### src/hw/rtl/assert_macros.svh
// Assertion shorthands used by the decompressor RTL.
// Every property is sampled on the rising edge of clk and is disabled while rst_n is low.
`ifndef ASSERT_MACROS_SVH
`define ASSERT_MACROS_SVH

// The property must hold at every clock edge outside reset.
`define ASSERT_CLK(label, prop, msg) \
  label: assert property (@(posedge clk) disable iff (!rst_n) prop) else $error(msg);

// The condition must never be true at a clock edge outside reset.
`define ASSERT_NEVER(label, cond, msg) \
  label: assert property (@(posedge clk) disable iff (!rst_n) !(cond)) else $error(msg);

`endif

### src/hw/rtl/lzd_pkg.sv
`timescale 1ns / 1ps

package lzd_pkg;

  // Default token geometry.
  localparam int OFFSET_BITS_DEF = 13;
  localparam int LENGTH_BITS_DEF = 4;

  // A match copies its length field plus this many bytes.
  localparam int MIN_MATCH = 3;

  localparam int BYTE_W  = 8;
  localparam int LIMIT_W = 24;
  localparam logic [LIMIT_W-1:0] LIMIT_RESET = '1;

  // Token events raised by the bit parser on the bit that completes a field.
  typedef struct packed {
    logic lit;    // literal byte complete
    logic eos;    // zero offset: end of stream
    logic match;  // length field complete, copy may start
  } tok_t;

endpackage

### src/hw/rtl/lzd_bit_parser.sv
`timescale 1ns / 1ps

module lzd_bit_parser #(
  parameter int OFFSET_BITS = lzd_pkg::OFFSET_BITS_DEF,
  parameter int LENGTH_BITS = lzd_pkg::LENGTH_BITS_DEF
) (
  input  logic                      clk,
  input  logic                      rst_n,
  input  logic                      clr,       // start of a new stream
  input  logic                      bit_en,    // one code bit is taken this cycle
  input  logic                      bit_in,
  output lzd_pkg::tok_t             tok,
  output logic [lzd_pkg::BYTE_W-1:0] lit_byte,
  output logic [LENGTH_BITS-1:0]    len_val,
  output logic [OFFSET_BITS-1:0]    held_off
);

  // The offset is the widest field, so it sets the accumulator width.
  localparam int ACC_W = OFFSET_BITS;
  localparam int CNT_W = $clog2(OFFSET_BITS + 1);

  typedef enum logic [1:0] {
    PH_FLAG,
    PH_LITERAL,
    PH_OFFSET,
    PH_LENGTH
  } phase_t;

  phase_t             phase_r, phase_nxt;
  logic [ACC_W-1:0]   acc_r, acc_nxt;
  logic [CNT_W-1:0]   needed_r, needed_nxt;
  logic [OFFSET_BITS-1:0] off_r, off_nxt;
  logic [ACC_W-1:0]   shifted;
  logic               last_bit;

  // Shift the new bit in and see whether it completes the current field.
  assign shifted  = {acc_r[ACC_W-2:0], bit_in};
  assign last_bit = (needed_r == CNT_W'(1));

  assign lit_byte = shifted[lzd_pkg::BYTE_W-1:0];
  assign len_val  = shifted[LENGTH_BITS-1:0];
  assign held_off = off_r;

  always_comb begin
    phase_nxt  = phase_r;
    acc_nxt    = acc_r;
    needed_nxt = needed_r;
    off_nxt    = off_r;
    tok        = '0;
    if (bit_en) begin
      if (!last_bit) begin
        acc_nxt    = shifted;
        needed_nxt = needed_r - CNT_W'(1);
      end else begin
        acc_nxt = '0;
        case (phase_r)
          PH_FLAG: begin
            if (bit_in) begin
              phase_nxt  = PH_LITERAL;
              needed_nxt = CNT_W'(lzd_pkg::BYTE_W);
            end else begin
              phase_nxt  = PH_OFFSET;
              needed_nxt = CNT_W'(OFFSET_BITS);
            end
          end
          PH_LITERAL: begin
            tok.lit    = 1'b1;
            phase_nxt  = PH_FLAG;
            needed_nxt = CNT_W'(1);
          end
          PH_OFFSET: begin
            if (shifted == '0) begin
              tok.eos = 1'b1;
            end else begin
              off_nxt    = shifted;
              phase_nxt  = PH_LENGTH;
              needed_nxt = CNT_W'(LENGTH_BITS);
            end
          end
          PH_LENGTH: begin
            tok.match  = 1'b1;
            phase_nxt  = PH_FLAG;
            needed_nxt = CNT_W'(1);
          end
          default: begin
            phase_nxt  = PH_FLAG;
            needed_nxt = CNT_W'(1);
          end
        endcase
      end
    end
  end

  // Parser state; a new stream puts it back to waiting for a flag bit.
  always_ff @(posedge clk) begin
    if (!rst_n || clr) begin
      phase_r  <= PH_FLAG;
      acc_r    <= '0;
      needed_r <= CNT_W'(1);
    end else begin
      phase_r  <= phase_nxt;
      acc_r    <= acc_nxt;
      needed_r <= needed_nxt;
    end
    off_r <= off_nxt;
  end

endmodule

### config.mk
export PLATFORM = sky130hd
export DESIGN_NAME = lzd_bit_parser
export DESIGN_NICKNAME = d
export VERILOG_FILES = /design/src/hw/rtl/assert_macros.svh /design/src/hw/rtl/lzd_pkg.sv /design/src/hw/rtl/lzd_bit_parser.sv
export SDC_FILE = /design/constraint.sdc
export NUM_CORES = 1
export LEC_CHECK = 0
export BUFFER_PORTS_ARGS = -buffer_cell sky130_fd_sc_hd__buf_2
export CAP_MARGIN = 20
export CORE_UTILIZATION = 46
export CTS_CLUSTER_DIAMETER = 40
export DETAILED_ROUTE_END_ITERATION = 8
export GPL_TIMING_DRIVEN = 1
export MAX_ROUTING_LAYER = met4
export PLACE_DENSITY = 0.72
export SETUP_SLACK_MARGIN = 0.15
export SYNTH_ARGS = -nofsm -noshare
export SYNTH_HDL_FRONTEND = slang
export SYNTH_SLANG_ARGS = --single-unit
### constraint.sdc
create_clock -name clk -period 1.8 [get_ports clk]
set_clock_uncertainty 0.2 [all_clocks]
set_input_delay 0.18 -clock clk [delete_from_list [all_inputs] [get_ports clk]]
set_output_delay 0.18 -clock clk [all_outputs]
set_load 0.01 [all_outputs]
==> metrics.md <==
| Metric | Value |
|---|---|
| Run status | `finished with violations` |
| Failing checks | `setup timing` |
| Maximum vdd drop | `0.000612 V` |
| Number of setup violations in the final report | `10` |
| Detailed-route DRC error count | `0` |
| Post-route clock period utilization | `105%` |
| Core Region | `2760 µm²` |
| Post-synth top area cell | `edfxtp_1` |
| Max-cap viol count | `0` |
| Initial Util | `48.7%` |
| Final slew viol count | `0` |
| Overall die height | `56.1 µm` |
| ANT cells | `0` |
| WS Path Type | `flop to primary output` |
| Top post-synthesis cells by area | `edfxtp_1 (29%), dfxtp_1 (27%), mux2i_1 (8.9%)` |
| Top FF cell, synth | `dfxtp_1` |
| Antenna-violating nets left | `0` |
| CTS buffer count | `5` |
| First-pass GRT wire length | `4.55 mm` |
| CTS sink count | `31` |
| PortBufs | `32` |
| Combinational power share | `13.4%` |
| First-pass DRT Iterations | `4` |
| Yosys top cell area share | `29.1%` |
| Synthesized Nets | `125` |
| Clock power share | `29.2%` |
| Post-synth top cells | `nor2_1 (20), dfxtp_1 (18), buf_4 (13), edfxtp_1 (13), mux2i_1 (12)` |
| WP data required | `1.42 ns` |
| R2R cell count | `7` |
| WL/cell | `15.5 µm` |
| Vias in the first global route | `998` |
| Die area | `3140 µm²` |
| Clock Tree Buf Depth | `2` |
| Register share of total power | `57.4%` |
| Warnings from Yosys | `0` |
| Post-synthesis cell type count | `27` |
| Setup ws final | `-0.0953 ns` |
| Iter 0 DRT Violations | `37` |
| CTS tree | `yes` |
| WL final | `3.05 mm` |
| Post-synth EDFFs | `13` |
| Register area share after synthesis | `55.9%` |
| Flop and latch count out of synthesis | `31` |
| Layout area overhead | `33.9%` |
| CP endpoint kind | `primary output` |
| Cells after Synth | `118` |
| Initial antenna violation count | `0` |
| Final hold slack | `0.113 ns` |
| RSZ-0062 raised after global routing | `true` |
| Post-synth ARST share | `0%` |
| Pint | `0.965 mW` |
| Overall power | `1.30 mW` |
| Share of cells above drive strength 1 | `51.8%` |
| # nets final | `172` |
| Worst-Margin Slew | `0.510 ns` |
| Clock root buffer master | `clkbuf_4` |
| Skew-Pair Late Insertion Delay | `0.34 ns` |
| Worst Hold Class | `input pin to flop` |
| Vias per cell | `5.44` |
| Detailed-route via count | `1072` |
| Total grt overflow | `0` |
| Slew headroom | `65.9%` |
| Fin. Hold Viols | `0` |
| IO Pins | `33` |
| Arr. time, crit path | `1.52 ns` |
| Critical path fanouts, max | `3` |
| Hold depth | `3` |
| Mapped cell area | `1340 µm²` |
| Die X | `56.1 µm` |
| Fmax | `528 MHz` |
| P_leak | `0.767 nW` |
| FP Rows | `19` |
| Count leader, synth | `nor2_1` |
| Cell Pwr Density | `720 nW/µm²` |
| Crit path launch type | `flop` |
| DP HPWL | `1.76 mm` |
| Tot GR Track Use | `20.0%` |
| H-tree Lvls | `2` |
| RD Place Congestion | `0.788` |
| Largest net degree at the start of global routing | `14` |
| Tmin final | `1.90 ns` |
| Sw frac | `25.5%` |
| Switch Pwr | `0.331 mW` |
| Avg Cell Area, Syn | `11.4 µm²` |
| Clock transition at path regs | `0.09 ns` |
==> layout make-up <==
| type | count | area (µm²) |
|---|---|---|
| Clock inverter | 2 | 8.76 |
| Multi-Input combinational cell | 68 | 574 |
| Sequential cell | 31 | 769 |
| Inverter | 5 | 18.8 |
| Fill cell | 220 | 958 |
| Tap cell | 31 | 38.8 |
| Timing Repair Buffer | 54 | 348 |
| Clock buffer | 6 | 41.3 |
==> state kept, by name (all words and copies together) (netlist names) <==
name,flops
phase_r,2
acc_r,12
needed_r,4
held_off,13
==> cell families after synthesis <==
logic type                 Yosys count  synth area share [%]
AOI/OAI and AO/OA                   13                  6.61
buffers and inverters               20                  9.40
adders and majority gates            2                  1.86
muxes                               12                  8.94
and+or+nand+nor                     40                  17.3
DFF                                 31                  55.9
==> routing by layer <==
layer  up-vias  track usage, %  wire length (µm)
met5         -               -                 0
met2        47            32.0              1590
met1       515            23.0              1200
li1        501               -                 -
met4         0            8.36                87
met3         9            6.74               181
==> worst max-delay path, cell delays in order (launching register included) <==
cell,delay [ns]
dfxtp_2,0.34
inv_2,0.07
ha_4,0.15
buf_4,0.11
nand4bb_4,0.12
buf_6,0.15
nor2_2,0.09
buf_2,0.14
==> final timing paths <==
kind                    start            to  slack (ns)
hold / removal         bit_en      acc_r[3]        0.11
hold reg to reg     acc_r[11]  held_off[12]        0.28
setup / recovery  needed_r[1]        tok[1]        -0.1
setup reg to reg  needed_r[1]   held_off[8]       -0.02
==> layout by cell type (no fill, tap or decap), drive strengths merged, types with 3 or more instances in the layout <==
cell type,n
edfxtp,13
nor2,20
o21ai,4
inv,5
a21oi,4
buf,51
mux2i,12
dfxtp,18
dlygate4sd3,3
clkbuf,6
nor3,4
nand2,4
==> power by group through the flow <==
stage / Sequential, mW / Clock (mW) / Combinational [mW]
2_1_floorplan: 0.762 / 0 / 0.0838
3_3_place_gp: 0.760 / 0 / 0.113
3_5_place_dp: 0.761 / 0 / 0.116
4_1_cts: 0.742 / 0.383 / 0.145
5_1_grt: 0.745 / 0.416 / 0.184
6_report: 0.744 / 0.378 / 0.174
==> repair_timing <==
| item | in CTS | in global routing |
|---|---|---|
| endpoints found under the hold margin | 6 | 0 |
| cloned | 1 | 0 |
| hold buffers | 3 | 0 |
| buffers inserted | 10 | 3 |
| pin swaps | 7 | 4 |
| gates resized for setup | 17 | 14 |
| setup endpoints to repair | 21 | 21 |
==> per-stage QoR <==
stage	std cells	TNS, ns	utilization (%)	area, µm²	setup slack, ns
finish	197	-0.384	65.2	1800	-0.0953
global route	197	-1.35	65.2	1800	-0.167
CTS	194	-0.108	62.6	1730	-0.0632
detailed placement	172	0	55.2	1520	0.0846
global placement	172	0	55.2	1520	0.140
floorplan	118	0	-	1390	0.168
No activity file was read; power rests on OpenSTA's default activity.
